**src/rtl/mlfq_pkg.sv**
```systemverilog
// Package for the feedback queue scheduler: payload structs, constants and
// state encodings. No dependencies.
`default_nettype none
package mlfq_pkg;
  localparam int unsigned MaxTasks  = 16;
  localparam int unsigned IdW       = 4;
  localparam int unsigned NumLevels = 3;
  localparam int unsigned PosW      = 4;
  localparam int unsigned CntW      = 5;
  localparam int unsigned SliceW    = 12;
  localparam int unsigned CfgW      = 10;
  localparam int unsigned TaskW     = 11;  // known, level, age
  localparam int unsigned FifoDepth = NumLevels * MaxTasks;
  localparam int unsigned FifoAw    = 6;
  localparam logic [7:0]  AgeMax    = 8'd255;
  localparam logic [1:0]  TopLevel  = 2'd2;

  localparam logic       ModeTick = 1'b0;
  localparam logic       ModeAdd  = 1'b1;
  localparam logic [0:0] RegBaseQuantum = 1'd0;
  localparam logic [0:0] RegAgingLimit  = 1'd1;

  typedef struct packed {
    logic           mode;
    logic [IdW-1:0] task_id;
  } in_t;

  typedef struct packed {
    logic              running_valid;
    logic [IdW-1:0]    running_id;
    logic [1:0]        running_level;
    logic [SliceW-1:0] slice_left;
    logic              add_rejected;
  } out_t;

  typedef enum logic [3:0] {
    S_IDLE, S_ADD, S_AGE_RD, S_AGE_WR, S_RM_RD, S_RM_CMP, S_RM_SHIFT,
    S_DSP_RD, S_DSP_SHIFT, S_RUN_RD, S_RUN_WR, S_PUSH, S_DONE
  } state_e;
endpackage
`default_nettype wire

```
**src/rtl/mlfq_ram.sv**
```systemverilog
// Generic single-port-write, one-read RAM with registered read data.
// No dependencies.
`default_nettype none
module mlfq_ram #(
  parameter int unsigned Width = 8,
  parameter int unsigned Depth = 16,
  parameter int unsigned AddrW = $clog2(Depth)
) (
  input  wire logic             clk_i,
  input  wire logic             we_i,
  input  wire logic [AddrW-1:0] waddr_i,
  input  wire logic [Width-1:0] wdata_i,
  input  wire logic [AddrW-1:0] raddr_i,
  output logic      [Width-1:0] rdata_o
);
  logic [Width-1:0] mem_q [Depth];
  always_ff @(posedge clk_i) begin
    if (we_i) mem_q[waddr_i] <= wdata_i;
    rdata_o <= mem_q[raddr_i];
  end
endmodule
`default_nettype wire

```
**src/rtl/mlfq_scheduler_with_aging.sv**
```systemverilog
// Three-level feedback queue scheduler with aging, top level.
// Depends on mlfq_pkg and mlfq_ram.
//
// Usage: in_valid_i/in_ready_o carry one item (mode, task_id); each item
// produces exactly one result on out_valid_o/out_ready_i, the scheduler
// state after the item. Configuration is written through cfg_we_i, cfg_idx_i
// and cfg_data_i while the block is idle.
// Steps: an accepted add writes the task row and pushes the id onto level 0
// before its result; a rejected add goes straight to its result. A tick walks
// all 16 task entries through the task memory, then dispatch and the
// running-task update; an expired slice adds a push of the demoted task. A
// dispatch takes the head of the lowest nonempty level and shifts the rest down.
// A promotion searches the old queue (a read and a compare state per entry),
// then the shift moves one entry per cycle; the queue memory has one write and
// one read port.
// Throughput: one item at a time; the next item is taken as soon as the block
// is idle. The result is held until out_ready_i; a stalled receiver holds the
// block in its last step only once a second result is ready.
// Reset: task memory rows carry valid bits cleared at reset, so a task never
// written reads as unknown with level and age zero; queue counts, the running
// task and both configuration registers go to their reset values at once.
// The queue memory is not cleared: only entries below a level's count are used.
`default_nettype none
module mlfq_scheduler_with_aging (
  input  wire logic                     clk_i,
  input  wire logic                     rst_ni,
  input  wire logic                     in_valid_i,
  output logic                          in_ready_o,
  input  wire mlfq_pkg::in_t            in_data_i,
  output logic                          out_valid_o,
  input  wire logic                     out_ready_i,
  output mlfq_pkg::out_t                out_data_o,
  input  wire logic                     cfg_we_i,
  input  wire logic [0:0]               cfg_idx_i,
  input  wire logic [mlfq_pkg::CfgW-1:0] cfg_data_i
);
  localparam int unsigned IdW = mlfq_pkg::IdW;
  localparam int unsigned PosW = mlfq_pkg::PosW;
  localparam int unsigned CntW = mlfq_pkg::CntW;
  localparam int unsigned SW = mlfq_pkg::SliceW;
  localparam int unsigned AW = mlfq_pkg::FifoAw;
  localparam int unsigned TW = mlfq_pkg::TaskW;

  mlfq_pkg::state_e state_q, state_d, ret_q, ret_d;
  logic [9:0] base_q;
  logic [7:0] limit_q;
  logic [mlfq_pkg::MaxTasks-1:0] row_valid_q, row_valid_d;
  logic [CntW-1:0] cnt_q [mlfq_pkg::NumLevels];
  logic [CntW-1:0] cnt_d [mlfq_pkg::NumLevels];
  logic [IdW-1:0] cur_q, cur_d, idx_q, idx_d, item_id_q, item_id_d;
  logic cur_v_q, cur_v_d, rej_q, rej_d, mode_q, mode_d;
  logic [SW-1:0] slice_q, slice_d;
  logic [CntW-1:0] pos_q, pos_d;
  logic [1:0] lvl_q, lvl_d, plvl_q, plvl_d;
  logic [IdW-1:0] pid_q, pid_d;
  logic [1:0] cur_lvl_q, cur_lvl_d;
  logic out_v_q;
  mlfq_pkg::out_t out_q, out_d;
  logic out_load;

  // Task memory: {known, level, age}
  logic t_we;
  logic [IdW-1:0] t_waddr, t_raddr;
  logic [TW-1:0] t_wdata, t_rdata_raw, t_rdata;
  logic t_rvalid_q;
  mlfq_ram #(.Width(TW), .Depth(mlfq_pkg::MaxTasks)) u_task_ram (
    .clk_i, .we_i(t_we), .waddr_i(t_waddr), .wdata_i(t_wdata),
    .raddr_i(t_raddr), .rdata_o(t_rdata_raw));
  always_ff @(posedge clk_i or negedge rst_ni) begin
    if (!rst_ni) t_rvalid_q <= 1'b0;
    else t_rvalid_q <= row_valid_q[t_raddr];
  end
  assign t_rdata = t_rvalid_q ? t_rdata_raw : '0;

  // Queue memory: three levels of MaxTasks entries
  logic q_we;
  logic [AW-1:0] q_waddr, q_raddr;
  logic [IdW-1:0] q_wdata, q_rdata;
  mlfq_ram #(.Width(IdW), .Depth(mlfq_pkg::FifoDepth)) u_fifo_ram (
    .clk_i, .we_i(q_we), .waddr_i(q_waddr), .wdata_i(q_wdata),
    .raddr_i(q_raddr), .rdata_o(q_rdata));

  function automatic logic [AW-1:0] qaddr(logic [1:0] l, logic [CntW-1:0] p);
    return AW'(l) * AW'(mlfq_pkg::MaxTasks) + AW'(p[PosW-1:0]);
  endfunction

  assign in_ready_o  = (state_q == mlfq_pkg::S_IDLE);
  assign out_valid_o = out_v_q;
  assign out_data_o  = out_q;

  always_ff @(posedge clk_i or negedge rst_ni) begin
    if (!rst_ni) begin
      state_q <= mlfq_pkg::S_IDLE;
      ret_q <= mlfq_pkg::S_IDLE;
      base_q <= 10'd4;
      limit_q <= 8'd20;
      row_valid_q <= '0;
      for (int i = 0; i < mlfq_pkg::NumLevels; i++) cnt_q[i] <= '0;
      cur_q <= '0;
      cur_v_q <= 1'b0;
      slice_q <= '0;
      cur_lvl_q <= '0;
      out_v_q <= 1'b0;
    end else begin
      state_q <= state_d;
      ret_q <= ret_d;
      row_valid_q <= row_valid_d;
      for (int i = 0; i < mlfq_pkg::NumLevels; i++) cnt_q[i] <= cnt_d[i];
      cur_q <= cur_d;
      cur_v_q <= cur_v_d;
      slice_q <= slice_d;
      cur_lvl_q <= cur_lvl_d;
      if (out_load) out_v_q <= 1'b1;
      else if (out_ready_i) out_v_q <= 1'b0;
      if (cfg_we_i) begin
        if (cfg_idx_i == mlfq_pkg::RegBaseQuantum) base_q <= cfg_data_i;
        else limit_q <= cfg_data_i[7:0];
      end
    end
  end

  always_ff @(posedge clk_i) begin
    idx_q <= idx_d; item_id_q <= item_id_d; rej_q <= rej_d; mode_q <= mode_d;
    pos_q <= pos_d; lvl_q <= lvl_d; plvl_q <= plvl_d; pid_q <= pid_d;
    if (out_load) out_q <= out_d;
  end

  // Next state
  logic [7:0] age_inc;
  logic [1:0] trow_lvl;
  logic trow_known;
  logic [1:0] first_lvl;
  logic any_ready;
  logic [SW-1:0] new_slice;
  assign trow_known = t_rdata[TW-1];
  assign trow_lvl   = t_rdata[9:8];
  assign age_inc    = (t_rdata[7:0] < mlfq_pkg::AgeMax) ? t_rdata[7:0] + 8'd1 : t_rdata[7:0];
  always_comb begin
    first_lvl = 2'd0;
    any_ready = 1'b1;
    if (cnt_q[0] != '0) first_lvl = 2'd0;
    else if (cnt_q[1] != '0) first_lvl = 2'd1;
    else if (cnt_q[2] != '0) first_lvl = 2'd2;
    else any_ready = 1'b0;
  end
  assign new_slice = SW'({2'b00, base_q} << first_lvl);

  always_comb begin
    state_d = state_q; ret_d = ret_q;
    row_valid_d = row_valid_q;
    for (int i = 0; i < mlfq_pkg::NumLevels; i++) cnt_d[i] = cnt_q[i];
    cur_d = cur_q; cur_v_d = cur_v_q; slice_d = slice_q; cur_lvl_d = cur_lvl_q;
    idx_d = idx_q; item_id_d = item_id_q; rej_d = rej_q; mode_d = mode_q;
    pos_d = pos_q; lvl_d = lvl_q; plvl_d = plvl_q; pid_d = pid_q;
    t_we = 1'b0; t_waddr = idx_q; t_wdata = '0; t_raddr = idx_q;
    q_we = 1'b0; q_waddr = '0; q_wdata = '0; q_raddr = '0;
    out_load = 1'b0;
    case (state_q)
      mlfq_pkg::S_IDLE: begin
        t_raddr = in_data_i.task_id;
        if (in_valid_i && in_ready_o) begin
          mode_d = in_data_i.mode;
          item_id_d = in_data_i.task_id;
          rej_d = 1'b0;
          idx_d = '0;
          if (in_data_i.mode == mlfq_pkg::ModeAdd) state_d = mlfq_pkg::S_ADD;
          else begin
            t_raddr = '0;
            state_d = mlfq_pkg::S_AGE_WR;
          end
        end
      end
      mlfq_pkg::S_ADD: begin
        if (trow_known) begin
          rej_d = 1'b1;
          state_d = mlfq_pkg::S_DONE;
        end else begin
          t_we = 1'b1; t_waddr = item_id_q; t_wdata = {1'b1, 2'd0, 8'd0};
          row_valid_d[item_id_q] = 1'b1;
          plvl_d = 2'd0; pid_d = item_id_q;
          ret_d = mlfq_pkg::S_DONE;
          state_d = mlfq_pkg::S_PUSH;
        end
      end
      mlfq_pkg::S_AGE_RD: begin
        t_raddr = idx_q;
        state_d = mlfq_pkg::S_AGE_WR;
      end
      mlfq_pkg::S_AGE_WR: begin
        state_d = mlfq_pkg::S_AGE_RD;
        if (trow_known) begin
          t_we = 1'b1; t_waddr = idx_q;
          t_wdata = {1'b1, trow_lvl, age_inc};
          if (!(cur_v_q && cur_q == idx_q) && age_inc >= limit_q && trow_lvl != 2'd0) begin
            t_wdata = {1'b1, trow_lvl - 2'd1, 8'd0};
            lvl_d = trow_lvl; pos_d = '0;
            plvl_d = trow_lvl - 2'd1; pid_d = idx_q;
            state_d = mlfq_pkg::S_RM_RD;
          end
        end
        idx_d = idx_q + 1'b1;
        if (state_d == mlfq_pkg::S_AGE_RD && idx_q == IdW'(mlfq_pkg::MaxTasks - 1))
          state_d = mlfq_pkg::S_DSP_RD;
        ret_d = (idx_q == IdW'(mlfq_pkg::MaxTasks - 1)) ? mlfq_pkg::S_DSP_RD
                                                          : mlfq_pkg::S_AGE_RD;
      end
      // Search the old level for the promoted id, then shift the tail down.
      mlfq_pkg::S_RM_RD: begin
        q_raddr = qaddr(lvl_q, pos_q);
        state_d = (pos_q < cnt_q[lvl_q]) ? mlfq_pkg::S_RM_CMP : mlfq_pkg::S_PUSH;
      end
      mlfq_pkg::S_RM_CMP: begin
        pos_d = pos_q + 1'b1;
        state_d = (q_rdata == pid_q) ? mlfq_pkg::S_RM_SHIFT : mlfq_pkg::S_RM_RD;
        q_raddr = qaddr(lvl_q, pos_q + 1'b1);
      end
      mlfq_pkg::S_RM_SHIFT: begin
        // pos_q points one past the hole; q_rdata holds entry pos_q.
        if (pos_q < cnt_q[lvl_q]) begin
          q_we = 1'b1; q_waddr = qaddr(lvl_q, pos_q - 1'b1); q_wdata = q_rdata;
          pos_d = pos_q + 1'b1;
          q_raddr = qaddr(lvl_q, pos_q + 1'b1);
        end else begin
          cnt_d[lvl_q] = cnt_q[lvl_q] - 1'b1;
          state_d = (ret_q == mlfq_pkg::S_RUN_RD) ? mlfq_pkg::S_RUN_RD : mlfq_pkg::S_PUSH;
        end
      end
      mlfq_pkg::S_DSP_RD: begin
        if (!cur_v_q && any_ready) begin
          q_raddr = qaddr(first_lvl, '0);
          lvl_d = first_lvl; pos_d = '0;
          slice_d = new_slice;
          cur_lvl_d = first_lvl;
          cur_v_d = 1'b1;
          ret_d = mlfq_pkg::S_RUN_RD;
          state_d = mlfq_pkg::S_DSP_SHIFT;
        end else if (cur_v_q) state_d = mlfq_pkg::S_RUN_RD;
        else state_d = mlfq_pkg::S_DONE;
      end
      mlfq_pkg::S_DSP_SHIFT: begin
        cur_d = q_rdata;
        pos_d = 5'd1;
        q_raddr = qaddr(lvl_q, 5'd1);
        state_d = mlfq_pkg::S_RM_SHIFT;
      end
      mlfq_pkg::S_RUN_RD: begin
        if (slice_q != '0) slice_d = slice_q - 1'b1;
        if (slice_q <= SW'(1)) begin
          t_we = 1'b1; t_waddr = cur_q;
          plvl_d = (cur_lvl_q < mlfq_pkg::TopLevel) ? cur_lvl_q + 2'd1 : cur_lvl_q;
          t_wdata = {1'b1, plvl_d, 8'd0};
          cur_lvl_d = plvl_d;
          pid_d = cur_q;
          cur_v_d = 1'b0;
          ret_d = mlfq_pkg::S_DONE;
          state_d = mlfq_pkg::S_PUSH;
        end else begin
          t_we = 1'b1; t_waddr = cur_q; t_wdata = {1'b1, cur_lvl_q, 8'd0};
          state_d = mlfq_pkg::S_DONE;
        end
      end
      mlfq_pkg::S_PUSH: begin
        if (cnt_q[plvl_q] < CntW'(mlfq_pkg::MaxTasks)) begin
          q_we = 1'b1; q_waddr = qaddr(plvl_q, cnt_q[plvl_q]); q_wdata = pid_q;
          cnt_d[plvl_q] = cnt_q[plvl_q] + 1'b1;
        end
        state_d = ret_q;
        if (ret_q == mlfq_pkg::S_AGE_RD) t_raddr = idx_q;
        if (ret_q == mlfq_pkg::S_AGE_RD) state_d = mlfq_pkg::S_AGE_WR;
      end
      mlfq_pkg::S_DONE: begin
        // Hold here while the previous result still waits for the receiver.
        if (!out_v_q || out_ready_i) begin
          out_load = 1'b1;
          state_d = mlfq_pkg::S_IDLE;
        end
      end
      default: state_d = mlfq_pkg::S_IDLE;
    endcase
  end

  // Result: snapshot of running task after the item, plus the add-rejected flag.
  always_comb begin
    out_d = '0;
    out_d.add_rejected = rej_q;
    if (cur_v_q) begin
      out_d.running_valid = 1'b1;
      out_d.running_id = cur_q;
      out_d.running_level = cur_lvl_q;
      out_d.slice_left = slice_q;
    end
  end

  a_ready_idle: assert property (@(posedge clk_i) disable iff (!rst_ni)
    in_ready_o |-> state_q == mlfq_pkg::S_IDLE) else $error("ready outside idle");
  a_one_result: assert property (@(posedge clk_i) disable iff (!rst_ni)
    out_load |-> (!out_v_q || out_ready_i)) else $error("result overwritten");
  a_cnt_bound: assert property (@(posedge clk_i) disable iff (!rst_ni)
    cnt_q[0] <= CntW'(mlfq_pkg::MaxTasks) && cnt_q[1] <= CntW'(mlfq_pkg::MaxTasks)
    && cnt_q[2] <= CntW'(mlfq_pkg::MaxTasks)) else $error("queue count overflow");
  a_lvl_bound: assert property (@(posedge clk_i) disable iff (!rst_ni)
    cur_v_q |-> cur_lvl_q <= mlfq_pkg::TopLevel) else $error("bad running level");
endmodule
`default_nettype wire

```
**config.mk**
```make
export PLATFORM = sky130hd
export DESIGN_NAME = mlfq_scheduler_with_aging
export DESIGN_NICKNAME = d
export VERILOG_FILES = /design/src/rtl/mlfq_pkg.sv /design/src/rtl/mlfq_ram.sv /design/src/rtl/mlfq_scheduler_with_aging.sv
export SDC_FILE = /design/constraint.sdc
export NUM_CORES = 1
export LEC_CHECK = 0
export BUFFER_PORTS_ARGS = -buffer_cell sky130_fd_sc_hd__buf_2
export CAP_MARGIN = 20
export CORE_UTILIZATION = 35
export CTS_BUF_LIST = sky130_fd_sc_hd__clkbuf_16
export DETAILED_ROUTE_END_ITERATION = 10
export RECOVER_POWER = 25
export SYNTH_ARGS = -nofsm -noshare
export SYNTH_HDL_FRONTEND = slang
export SYNTH_HIERARCHICAL = 1
export SYNTH_SLANG_ARGS = --single-unit
export TNS_END_PERCENT = 10
```
**constraint.sdc**
```tcl
create_clock -name clk_i -period 8.4 [get_ports clk_i]
set_input_delay 0.84 -clock clk_i [delete_from_list [all_inputs] [get_ports clk_i]]
set_output_delay 0.84 -clock clk_i [all_outputs]
set_load 0.01 [all_outputs]
```
# After elaboration in Yosys (flattened, before gate mapping)
# Memories as Yosys holds them, arrays and structs flattened. A register that Yosys moved wholly into a read port is not among the register bits.
# Index checks and enable logic that the tools add are counted.
# totals
register_bits	120
ram_bits	368
in_bits	21
output_inout_bits	22
n_memories	2
# op_classes
addsub	14
order_cmp	13
eq_ne	29
n_shift	1
muxes	115
n_bitwise	5
n_reduce_logical	42
# memory_table
name	depth	word_bits	read_ports	rd_clocked_by_memory_dff	write_ports	line_no	text
u_fifo_ram.mem_q	48	4	1	1	1	mlfq_ram.sv:16	logic [Width-1:0] mem_q [Depth];
u_task_ram.mem_q	16	11	1	1	1	mlfq_ram.sv:16	
# op_table
op	n
4-bit two-way mux	21
5-bit two-way mux	10
4-bit case mux with 12 select lines	1
11-bit two-way mux	3
11-bit case mux with 3 select lines	1
15-bit bitwise mux	2
15-bit two-way mux	2
15-bit case mux with 2 select lines	1
6-bit case mux with 5 select lines	1
2-bit two-way mux	14
5-bit case mux with 5 select lines	1
6-bit by 4-bit adder with 6-bit output	4
4-bit == test, second input constant	6
12-bit two-way mux	2
6-bit two-way mux	4
12-bit case mux with 2 select lines	1
4-bit case mux with 2 select lines	3
2-bit != test, second input constant	11
1-bit two-way mux	21
3-bit two-way mux	7
5-bit binary-select mux with 2-bit select	2
5-bit demux with 2-bit select	2
10-bit two-way mux	2
5-bit nonzero test	4
other kinds (51)	93

# Depth between registers and ports, before layout
# Gate-level depths: netlist of the first run.
# depth
word_depth	13
mapped_depth	18

# Cells and area by module
# The synthesis of the first run kept the hierarchy.
# modules_own_cells
mod	instances	cells_per_inst	area_each_um2	seq_area_each_um2
mlfq_ram (u_fifo_ram)	1	437	7897.6	5845.6
mlfq_scheduler_with_aging	1	764	7646.1	3216.8
mlfq_ram (u_task_ram)	1	305	6998.0	5505.3

# Worst setup path after synthesis of the first run
# OpenSTA, ideal clock, no wires.
# synth_timing
path_type	register to register
startpoint	register t_rvalid_q
endpoint	memory u_task_ram/mem_q[0][6] (netlist name) (data pin)
setup_time_ps	340
arrival_ps	3863
required_time_ps	8060
setup_slack_ps	4196
path_stages_with_launch	16
path_buffers	2
period_less_slack_ps	4204
cell_sequence	dfrtp_1 > clkbuf_1 > and2_1 > ha_1 > nand3_1 > or3_1 > buf_2 > nand4_1 > xor2_1 > nor2_1 > ha_1 > a211o_1 > a31oi_1 > o21ai_1 > a21o_1 > a211oi_1
# synth_between
elab_chain_cells	9
word_cells_on_any_way	11
# synth_rtl
item	line_no	text
from (decl)	mlfq_scheduler_with_aging.sv:65	logic t_rvalid_q;
from (signal assigned)	mlfq_scheduler_with_aging.sv:71	else t_rvalid_q <= row_valid_q[t_raddr];
11-bit two-way mux *	mlfq_scheduler_with_aging.sv:73	assign t_rdata = t_rvalid_q ? t_rdata_raw : '0;
8-bit by 1-bit adder with 8-bit output or 8-bit less-than comparator (tied branches)	mlfq_scheduler_with_aging.sv:137	assign age_inc = (t_rdata[7:0] < mlfq_pkg::AgeMax) ? t_rdata[7:0] + 8'd1 : t_rdata[7:0];
8-bit two-way mux	mlfq_scheduler_with_aging.sv:137	
8-bit greater-or-equal comparator	mlfq_scheduler_with_aging.sv:194	if (!(cur_v_q && cur_q == idx_q) && age_inc >= limit_q && trow_lvl != 2'd0) begin
1-bit logical AND (2 in a row)	mlfq_scheduler_with_aging.sv:194	
10-bit two-way mux	mlfq_scheduler_with_aging.sv:194	
11-bit two-way mux *	mlfq_scheduler_with_aging.sv:191	if (trow_known) begin
11-bit case mux with 3 select lines *	mlfq_scheduler_with_aging.sv:158	case (state_q)
via t_wdata[6]	mlfq_scheduler_with_aging.sv:64	logic [TW-1:0] t_wdata, t_rdata_raw, t_rdata;
to (decl)	mlfq_ram.sv:16	
# The timed path passes the listed nets; every way through them passes the cells marked *.

# Final worst setup path of the first run
# layout_timing
startpoint	register lvl_q[1]
endpoint	register u_fifo_ram.rdata_o[0], read port of u_fifo_ram.mem_q
# layout_between
elab_chain_cells	7
word_cells_on_any_way	10
# layout_rtl
item	line_no	text
from (decl)	mlfq_scheduler_with_aging.sv:54	logic [1:0] lvl_q, lvl_d, plvl_q, plvl_d;
from (signal assigned)	mlfq_scheduler_with_aging.sv:124	pos_q <= pos_d; lvl_q <= lvl_d; plvl_q <= plvl_d; pid_q <= pid_d;
2-bit NOT with 3-bit output (implied by the code)	mlfq_scheduler_with_aging.sv:219	if (pos_q < cnt_q[lvl_q]) begin
5-bit binary-select mux with 2-bit select	mlfq_scheduler_with_aging.sv:219	
5-bit two-way mux (implied by the code) (2 in a row)	mlfq_scheduler_with_aging.sv:219	
5-bit less-than comparator	mlfq_scheduler_with_aging.sv:219	
6-bit two-way mux	mlfq_scheduler_with_aging.sv:219	
6-bit case mux with 5 select lines	mlfq_scheduler_with_aging.sv:158	
via q_raddr[0]	mlfq_scheduler_with_aging.sv:77	logic [AW-1:0] q_waddr, q_raddr;
to (decl)	mlfq_ram.sv:14	output logic [Width-1:0] rdata_o
# The timed path passes the listed nets, and every way through them passes these cells. The select of a mux whose other input is x is not followed.
# A chain may end at the register's enable or synchronous reset.

==> results of run 1 <==
-- flip-flops by register name (all words and copies together), names as in the netlist, 10 cells and up --
name / flops
u_task_ram/mem_q: 176
cnt_q: 15
out_data_o: 20
base_q: 10
row_valid_q: 16
slice_q: 12
u_fifo_ram/mem_q: 192
u_task_ram/rdata_o: 11
-- cells in the final DEF (no fill, tap or decap), drive strengths merged, types with 7 or more instances in the layout --
cell type  instances
dfrtp             75
o31ai              9
o21ai             38
xnor2             12
nor2             116
o22ai             23
buf               54
mux2              41
mux4              64
nor2b             16
a221o              8
dfxtp             15
clkbuf            85
and3               7
o21bai            13
edfxtp           410
xor2              15
nand4              8
nand2b            21
nand3             38
ha                22
nand3b            10
inv               46
and2              21
a22oi             43
a31oi              9
a22o              18
a21oi             46
a21o               8
clkinv            24
a221oi            13
nor3              30
or3                7
o2bb2ai            7
mux2i             84
nand2             85
-- per-stage QoR --
step	hold WS (ns)	utilization, %	instances
2_1_floorplan	0.400	-	1506
3_3_place_gp	0.420	37.2	2347
3_5_place_dp	0.407	37.3	2353
4_1_cts	0.443	39.9	2449
5_1_grt	0.458	39.8	2457
6_report	0.465	39.8	2457
-- synth_stat cells, types with 8 or more instances --
master and count:
sky130_fd_sc_hd__edfxtp_1 410, sky130_fd_sc_hd__nor2_1 114, sky130_fd_sc_hd__mux2i_1 83, sky130_fd_sc_hd__nand2_1 83, sky130_fd_sc_hd__dfrtp_1 75, sky130_fd_sc_hd__a22oi_1 43, sky130_fd_sc_hd__mux4_2 42, sky130_fd_sc_hd__a21oi_1 40
sky130_fd_sc_hd__mux2_2 39, sky130_fd_sc_hd__nand3_1 37, sky130_fd_sc_hd__o21ai_0 34, sky130_fd_sc_hd__clkbuf_1 30, sky130_fd_sc_hd__inv_1 29, sky130_fd_sc_hd__nor3_1 26, sky130_fd_sc_hd__o22ai_1 23, sky130_fd_sc_hd__ha_1 22
sky130_fd_sc_hd__mux4_1 22, sky130_fd_sc_hd__and2_1 21, sky130_fd_sc_hd__nand2b_1 21, sky130_fd_sc_hd__a22o_1 17, sky130_fd_sc_hd__buf_2 16, sky130_fd_sc_hd__dfxtp_1 15, sky130_fd_sc_hd__nor2b_1 15, sky130_fd_sc_hd__xor2_1 15
sky130_fd_sc_hd__a221oi_1 13, sky130_fd_sc_hd__buf_6 13, sky130_fd_sc_hd__o21bai_1 13, sky130_fd_sc_hd__xnor2_1 12, sky130_fd_sc_hd__nand3b_1 10, sky130_fd_sc_hd__o31ai_1 9, sky130_fd_sc_hd__a21o_1 8, sky130_fd_sc_hd__a221o_1 8
sky130_fd_sc_hd__a31oi_1 8, sky130_fd_sc_hd__nand4_1 8
-- final timing paths --
path	slack, ns	startpoint	end
hold / removal	0.46	rej_q	out_data_o[0]
setup reg to reg	2.65	lvl_q[1]	u_fifo_ram/rdata_o[0]
hold reg to reg	0.46	rej_q	out_data_o[0]
max in group asynchronous	4.15	rst_ni	row_valid_q[15]
min in group asynchronous	0.50	rst_ni	state_q[2]
setup / recovery	2.65	lvl_q[1]	u_fifo_ram/rdata_o[0]
-- cell type report --
type                            count  area [sq um]
Inverter                           31           118
Fill cell                        5925         38100
Sequential cell                   503         14600
Timing Repair Buffer               85           495
Tap cell                          846          1060
Multi-Input combinational cell    896          7320
Clock buffer                       54          1350
Clock inverter                     42           287
-- routing by layer --
metal,GRT usage [%],vias to the layer above
met3,2.92,76
met4,4.54,2
li1,-,6045
met1,22.1,6686
met5,0,-
met2,25.2,349
-- cells by family after synthesis --
kind of cell | after synthesis | synth area share, %
AOI/OAI and AO/OA | 279 | 9.37
xor gates and xnor gates | 27 | 1.05
adders and majority gates | 22 | 1.22
buffers and inverters | 107 | 2.69
DFF | 503 | 64.6
muxes | 189 | 12.6
and+or+nand+nor | 379 | 8.44
-- critical path, stage by stage (launching register included) --
cell,delay (ns)
sky130_fd_sc_hd__edfxtp_1,0.61
sky130_fd_sc_hd__nor2b_1,0.56
sky130_fd_sc_hd__o2bb2ai_1,0.30
sky130_fd_sc_hd__inv_1,0.13
sky130_fd_sc_hd__ha_1,0.32
sky130_fd_sc_hd__a21oi_1,0.18
sky130_fd_sc_hd__o21ai_0,0.14
sky130_fd_sc_hd__o31ai_1,0.33
sky130_fd_sc_hd__o21ai_0,0.19
sky130_fd_sc_hd__o21ai_4,0.66
sky130_fd_sc_hd__buf_4,0.92
sky130_fd_sc_hd__mux2i_1,0.17
sky130_fd_sc_hd__a22o_1,0.28
sky130_fd_sc_hd__a221oi_1,0.30
sky130_fd_sc_hd__o22ai_1,0.20
sky130_fd_sc_hd__o41ai_2,0.33
-- where the power goes --
part	internal [uW]	leakage (uW)	switching [uW]	total (uW)
registers	3080	0.00472	346	3430
clock network	1230	0.000860	962	2190
logic	1100	0.00282	1510	2610
==> impl_summary.md, run 1 <==
Run status
The checks that failed: capacitance limit, slew limit. The flow ran to the end, but the final reports show violations.

Logic synthesis
After technology mapping, the gate count stands at 1506. Sequential elements use 64.6% of the synthesized area. The share of synthesized flip-flops with an asynchronous set or reset is 15.5%. By area the synthesized netlist is led by sky130_fd_sc_hd__edfxtp_1 55%, sky130_fd_sc_hd__dfrtp_1 8.3%, sky130_fd_sc_hd__mux4_2 4.2%. Of all cell types, the one taking the most synthesized area is sky130_fd_sc_hd__edfxtp_1. The most common flop cell mapped by yosys is sky130_fd_sc_hd__edfxtp_1. Yosys mapped the design onto 95 distinct sky130hd cell types. Of the post-synthesis cell area, the dominant cell type holds 54.6%.

The number of nets handed over by synthesis was 1549. For this run, the number of Yosys warnings is 6. The synthesized area divided by synthesized cell count is 15.0 sq um. The post-synthesis sequential element count is 503. In this run, synthesis inferred 410 flip-flops with an integrated enable.

After synthesis the cells add up to 22500 sq um.

Global route
The aggregate global routing overflow is 0. The first global-routing pass estimated 80600 microns of wire. Global routing used 15.8% of the available tracks across all layers. The number of global-route vias before repair is 13.3k.

The initial antenna violation count came to 2. Entering global routing, the biggest net connects 79 pins.

Cells and area
In the final layout, the share of cells above drive strength 1 is 15.5%. The number of antenna diodes in the final layout is 0. The final layout contains 1613 nets. The layout-stage area growth over the synthesis result is 11.8%. The final design instance area without fill is 25200 sq um.

Setup path
The critical path is of the flip-flop to flip-flop type. At the worst endpoint, the arrival time is 6.27 ns. The required time of the critical path is 8.92 ns. The biggest fanout along the worst timing path is 64.

The cell depth of the worst flop-to-flop path is 15. The worst setup path is launched from a flip-flop. The endpoint class of the critical path is a flip-flop.

Floorplanning
The total die area is 65400 sq um. The die is 256 microns tall. The number of placement rows is 92.

The core region is 63300 sq um. During I/O placement, the number of pins put on the boundary was 43. From left edge to right edge, the die measures 256 microns.

For this configuration, the core starts out at a cell density of 35.6%.

Run
Max-cap violations in this run came to 1.

Timing
Of the available clock period, the critical path in the final layout requires 68.4%. After routing, the total negative slack on setup checks comes to 0 ns. The hold violation total from the final report was 0. Setup violations remaining at the end of the flow were counted as 0. The number of pins with negative max-slew slack in the final report is 57. Setup repair after global routing left no endpoint under its margin. The worst-case setup margin in the final layout is 2.65 ns. The pin slew with the least headroom to its limit is 3.28 ns.

The worst path needs 5.75 ns of the cycle, external delays included. The worst slew slack as a fraction of its limit is -118%. The clock skew after layout is 0.0509 ns. The achievable clock frequency is 174 MHz.

Drt
The number of design rule violations left after detail routing is 0. After the first detailed-routing iteration, the DRC count stood at 1146. The post-route met1 wirelength is 23300 microns.

The number of iterations in the first detailed-routing pass is 7. The routed design uses 2720 microns of met3 wire. The routed design uses 24300 microns of met2 wire. Dividing the detail-routed wire length by the instance count gives 21.0 microns. The remaining antenna violation count is 0. The total via count after detailed routing is 13.2k.

After detailed routing, no signal wire sits above met5. The final layout contains routed wiring with a total length of 51600 microns. The detailed-route vias per instance is 5.36.

Min path
The cell depth of the worst hold path is 0. The min-delay analysis places its worst path in the category flip-flop to flip-flop.

Power and ir drop
The power density relative to cell area is 327 nW/um^2. The peak supply drop is 0.000166 V. The leakage dissipation is 0.00839 uW. After layout, the design draws a total of 8230 uW.

Clocking
The TritonCTS clock tree is yes. The number of buffers created by CTS is 53. The CTS clock-pin slew for the worst setup and hold paths is 0.06 ns.

The buffer depth of the longest clock path is 3. The buffer type at the clock tree root is sky130_fd_sc_hd__clkbuf_16. After clock tree synthesis, the setup repair step added 0 buffers. For this design, the CTS-stage hold fixing added 0 buffers.

The clock sink count is 503. The number of cells upsized or downsized after cts is 0. The H-tree was split into 2 levels.

The insertion delay to the later sink of the worst-skew pair is 0.62 ns.

Placed design
Prior to clock tree synthesis, the placed netlist has a worst setup slack of 2.85 ns. The congestion estimate from routability-driven global placement came to 0.855. The area after detailed placement is 23600 sq um. The count of buffers added on input and output ports is 42. Summed over all nets, the half-perimeter wirelength after detailed placement is 34600 microns.
Note: power is estimated with default switching activity, not from simulation.
==> run 2: changes to the inputs <==
- ABC_AREA: not set -> 1
- clock period: 8.4 -> 4.8 ns (I/O delays scaled with it)
==> impl_summary.md, run 2 <==
Logic synthesis
The post-synth net total came to 2558 (+65%). The library cell with the largest summed area after synthesis is sky130_fd_sc_hd__edfxtp_1. The most instantiated library cell after synthesis is sky130_fd_sc_hd__nand2_1. The most common flop cell mapped by yosys is sky130_fd_sc_hd__edfxtp_1. Ranked by total cell area, the synthesized netlist is headed by sky130_fd_sc_hd__edfxtp_1 52%, sky130_fd_sc_hd__nand2_1 12%, sky130_fd_sc_hd__dfrtp_1 7.9%. The commonest cells after synthesis are 731 x sky130_fd_sc_hd__nand2_1, 410 x sky130_fd_sc_hd__edfxtp_1, 342 x sky130_fd_sc_hd__nand3_1, 313 x sky130_fd_sc_hd__inv_1, 193 x sky130_fd_sc_hd__nor2_1. The post-synth design cell area was 23800 sq um (+5.4%).

The proportion of synthesized chip area in sequential cells came to 61.3% (-3.3 points). The number of flops mapped to enable cells by yosys is 410 (unchanged). The post-synthesis sequential element count is 503 (unchanged). The share of synthesized flip-flops with an asynchronous set or reset was 15.5% (unchanged). The distinct cell type count after synthesis is 48 (-49%). The synthesized area divided by synthesized cell count is 9.45 sq um (-37%). The total of warnings raised by yosys is 6 (unchanged). The number of instances in the synthesized netlist is 2515 (+67%). The area fraction of the dominant cell type after synthesis is 51.8% (-2.8 points).

Placed design
The post-placement worst setup slack is 0.522 ns (-2.33 ns). The placed cell count is 3389 (+44%). The count of port buffers added during placement is 42 (unchanged). The global placer's final weighted congestion is 0.913 (+6.9%). The HPWL reported at the end of detailed placement is 39200 microns (+13%).

Clocking
The number of levels the H-tree was split into came to 2 (unchanged). The clock sink count is 503 (unchanged). The number of buffers created by CTS came to 55 (+3.8%). The CTS clock-pin slew for the worst setup and hold paths is 0.06 ns (about the same). The buffer depth of the longest clock path is 3 (unchanged). The insertion delay to the later sink of the worst-skew pair was 0.63 ns (about the same). TritonCTS built the clock tree. The post-CTS setup buffer count is 0 (unchanged). Clock tree synthesis selected as its root buffer the cell sky130_fd_sc_hd__clkbuf_16.

Floorplanning
The starting density of the core came to 35.4% (-0.23 points). The core box area is 67200 sq um (+6.1%). The chip height came to 263 microns (+2.6%). The number of placement rows came to 95 (+3.3%). The I/O pin total came to 43 (unchanged). The die extent in x came to 263 microns (+2.6%). The total die area is 68900 sq um (+5.4%).

Cells and area
The number of cells in the finished layout apart from fillers was 3493 (+42%). The share of the core filled with cells was 39.6% (-0.15 points). The flip-flop count of the largest register after layout was 192 (unchanged). In the layout the commonest cells are 737 x sky130_fd_sc_hd__nand2_1, 410 x sky130_fd_sc_hd__edfxtp_1, 345 x sky130_fd_sc_hd__nand3_1.

From synthesis to final layout, the design area changed by 12.1%. More flip-flops sit in one register than any other, and that register is u_fifo_ram/mem_q. The layout cell share with drive strength beyond 1 is 7.44% (-8.0 points). The antenna cell count came to 0 (unchanged). The number of nets in the finished design came to 2617 (+62%). The most common cell after layout, fill and taps aside is sky130_fd_sc_hd__nand2_1.

Timing
The number of pins with negative max-slew slack in the final report came to 90 (+58%). The worst slew slack as a fraction of its limit is -27.0% (+91 points). The accumulated negative setup slack was 0 ns (unchanged). The achievable clock frequency came to 233 MHz (+34%). The hold violation total from the final report is 0 (unchanged). The final period utilization is 89.5% (+21 points).

The pin slew with the least headroom to its limit is 1.91 ns (-1.37 ns). The number of failing setup endpoints in the final timing report is 0 (unchanged). The clock skew after layout was 0.0291 ns (-0.0217 ns).

Setup repair after global routing left no endpoint under its margin. The worst-case setup margin in the final layout is 0.505 ns (-2.15 ns). The worst slack on hold paths is 0.0952 ns (-0.370 ns).

The shortest period the worst path allows came to 4.29 ns (-1.45 ns).

Power and ir drop
The leakage dissipation is 0.0113 uW (+35%). The peak supply drop is 0.000459 V (+180%). The power density relative to cell area is 583 nW/um^2 (+79%).

Min path
The worst hold path begins at cfg_data_i[8]. The path class of the lowest-slack min-delay path is input port to flip-flop.

Setup path
Among the stages of the critical path, the cell type that occurs most often is sky130_fd_sc_hd__nand2_1. Grouping stages by cell kind, the critical path spends the most delay in simple AND/OR/NAND/NOR gates. The cell with the largest stage delay on the worst path is sky130_fd_sc_hd__buf_4. The highest cell delay on the worst timing path was 0.67 ns (-0.25 ns). The startpoint identified for the worst register-to-register timing path is lvl_q[0]. The required time of the critical path is 5.38 ns (-3.54 ns). Walking the worst path, the cells encountered are inv_2 -> nand2_1 -> o211ai_1 -> ha_1 -> a21oi_1 -> o21a_1 -> nand3_4 -> nand2_1 -> a21oi_1 -> o21ai_4 -> buf_4 -> nand2_1 -> nand3_1 -> nand3_1 -> nand2_1 -> nand2_1 -> nand3_1 -> nand3_1 -> nand2_1. The worst register-to-register path ends at u_fifo_ram/rdata_o[1]. The logic depth of the worst path, buffers included is 19 (+4). The endpoint class of the critical path is a flip-flop. In this run the worst setup path terminates at u_fifo_ram/rdata_o[1]. The worst setup path category is flip-flop to flip-flop. The most critical setup path has its startpoint at lvl_q[0].

The biggest fanout along the worst timing path is 68 (+6.3%). The minimum setup slack among reg-to-reg paths is 0.51 ns (-2.15 ns). The critical path data arrival time is 4.87 ns (-1.40 ns). The cell depth of the worst flop-to-flop path came to 19 (+4).

The kind of start point of the critical path is a flip-flop. The number of buffer and inverter instances along the worst setup path is 2 (unchanged).

Global route
The number of global-route vias before repair is 16.9k (+27%). The aggregate global routing overflow is 0 (unchanged). The first-pass GRT wire length is 95800 microns (+19%). The largest net degree at the start of global routing is 97 (+23%). The all-layer global routing usage is 17.6% (+1.7 points). The initial antenna violation count is 1 (-1).

Drt
The total via count after detailed routing is 17.4k (+32%). The number of design-rule violations left by the first detailed-router iteration is 1573 (+37%). The total wire length is 60500 microns (+17%). The number of iterations in the first detailed-routing pass is 6 (-1). The number of design rule violations left after detail routing was 0 (unchanged). The detailed-route vias per instance is 4.98 (-7.1%).

The average detailed-routed wire length per instance came to 17.3 microns (-18%). The remaining antenna violation count is 0 (unchanged).

Run
The max-capacitance violation count was 2 (+1).

Run status
The flow ran to the end, but the final reports show violations. The checks that failed: capacitance limit, slew limit.
## run 2: cell types whose count changed after synthesis, moves of 33 or more
cell	previous run	this run
sky130_fd_sc_hd__nand2_1	83	731
sky130_fd_sc_hd__nand3_1	37	342
sky130_fd_sc_hd__inv_1	29	313
sky130_fd_sc_hd__mux2i_1	83	0
sky130_fd_sc_hd__nor2_1	114	193
sky130_fd_sc_hd__o21ai_0	34	94
sky130_fd_sc_hd__mux4_2	42	0
sky130_fd_sc_hd__a22oi_1	43	4
sky130_fd_sc_hd__mux2_2	39	2
sky130_fd_sc_hd__o21ai_1	1	34
## run 2: routing by layer
layer  part of all wire (%)  GRT usage (%)  wire [microns]  vias to the layer above
li1                       -              -               -                     8448
met1                     45           23.9           27300                     8332
met2                     47           29.3           28700                      501
met3                    4.9           2.16            2980                       98
met4                    2.4           5.17            1450                        0
met5                      0              0               0                        -
## run 2: logic make-up (layout without fill, tap and decap cells)
| group | Yosys count | after routing | share of synthesized area (%) |
|---|---|---|---|
| flip-flops | 503 | 503 | 61.3 |
| buffers and inverters | 426 | 531 | 7.60 |
| AO/OA/AOI/OAI | 208 | 208 | 5.06 |
| adder cells (fa/ha/maj) | 22 | 22 | 1.16 |
| AND/OR/NAND/NOR | 1340 | 1340 | 24.3 |
| XOR/XNOR | 14 | 14 | 0.516 |
| multiplexers | 2 | 2 | 0.0948 |
## run 2: area by class of cell
type | count | area (sq um)
clock buffer | 55 | 1380
clock inverter | 48 | 367
fill | 6540 | 40500
inverter | 334 | 1260
multi-input combinational | 1586 | 7400
sequential | 503 | 14600
tap | 873 | 1090
timing repair buffer | 94 | 568
## run 2: worst min-delay path by stage
stage	endpoint	slack, ns	depth (start not counted)
4_1_cts	out_valid_o	0.06	2
3_3_place_gp	cnt_q[11]	0.33	1
5_1_grt	out_valid_o	0.08	2
3_5_place_dp	cnt_q[11]	0.33	1
6_report	base_q[8]	0.1	2
2_1_floorplan	base_q[0]	0.18	0
## run 2: timing repair
| action | CTS | global route |
|---|---|---|
| hold buffers | 1 | 0 |
| resized for setup | 0 | 0 |
| endpoints found under the hold margin | 10 | 0 |
## run 2: power by group
group / leakage (uW) / switching, uW / internal (uW) / total (uW)
clock network: 0.000897 / 1770 / 2260 / 4030
registers: 0.00475 / 454 / 5390 / 5850
logic: 0.00570 / 4010 / 1640 / 5650
## run 2: stage by stage
| step | instance area, sq um | total power, uW |
|---|---|---|
| 2_1_floorplan | 23800 | 9990 |
| 3_3_place_gp | 25000 | 11500 |
| 3_5_place_dp | 25000 | 11600 |
| 4_1_cts | 26700 | 15700 |
| 5_1_grt | 26600 | 16600 |
| 6_report | 26600 | 15500 |
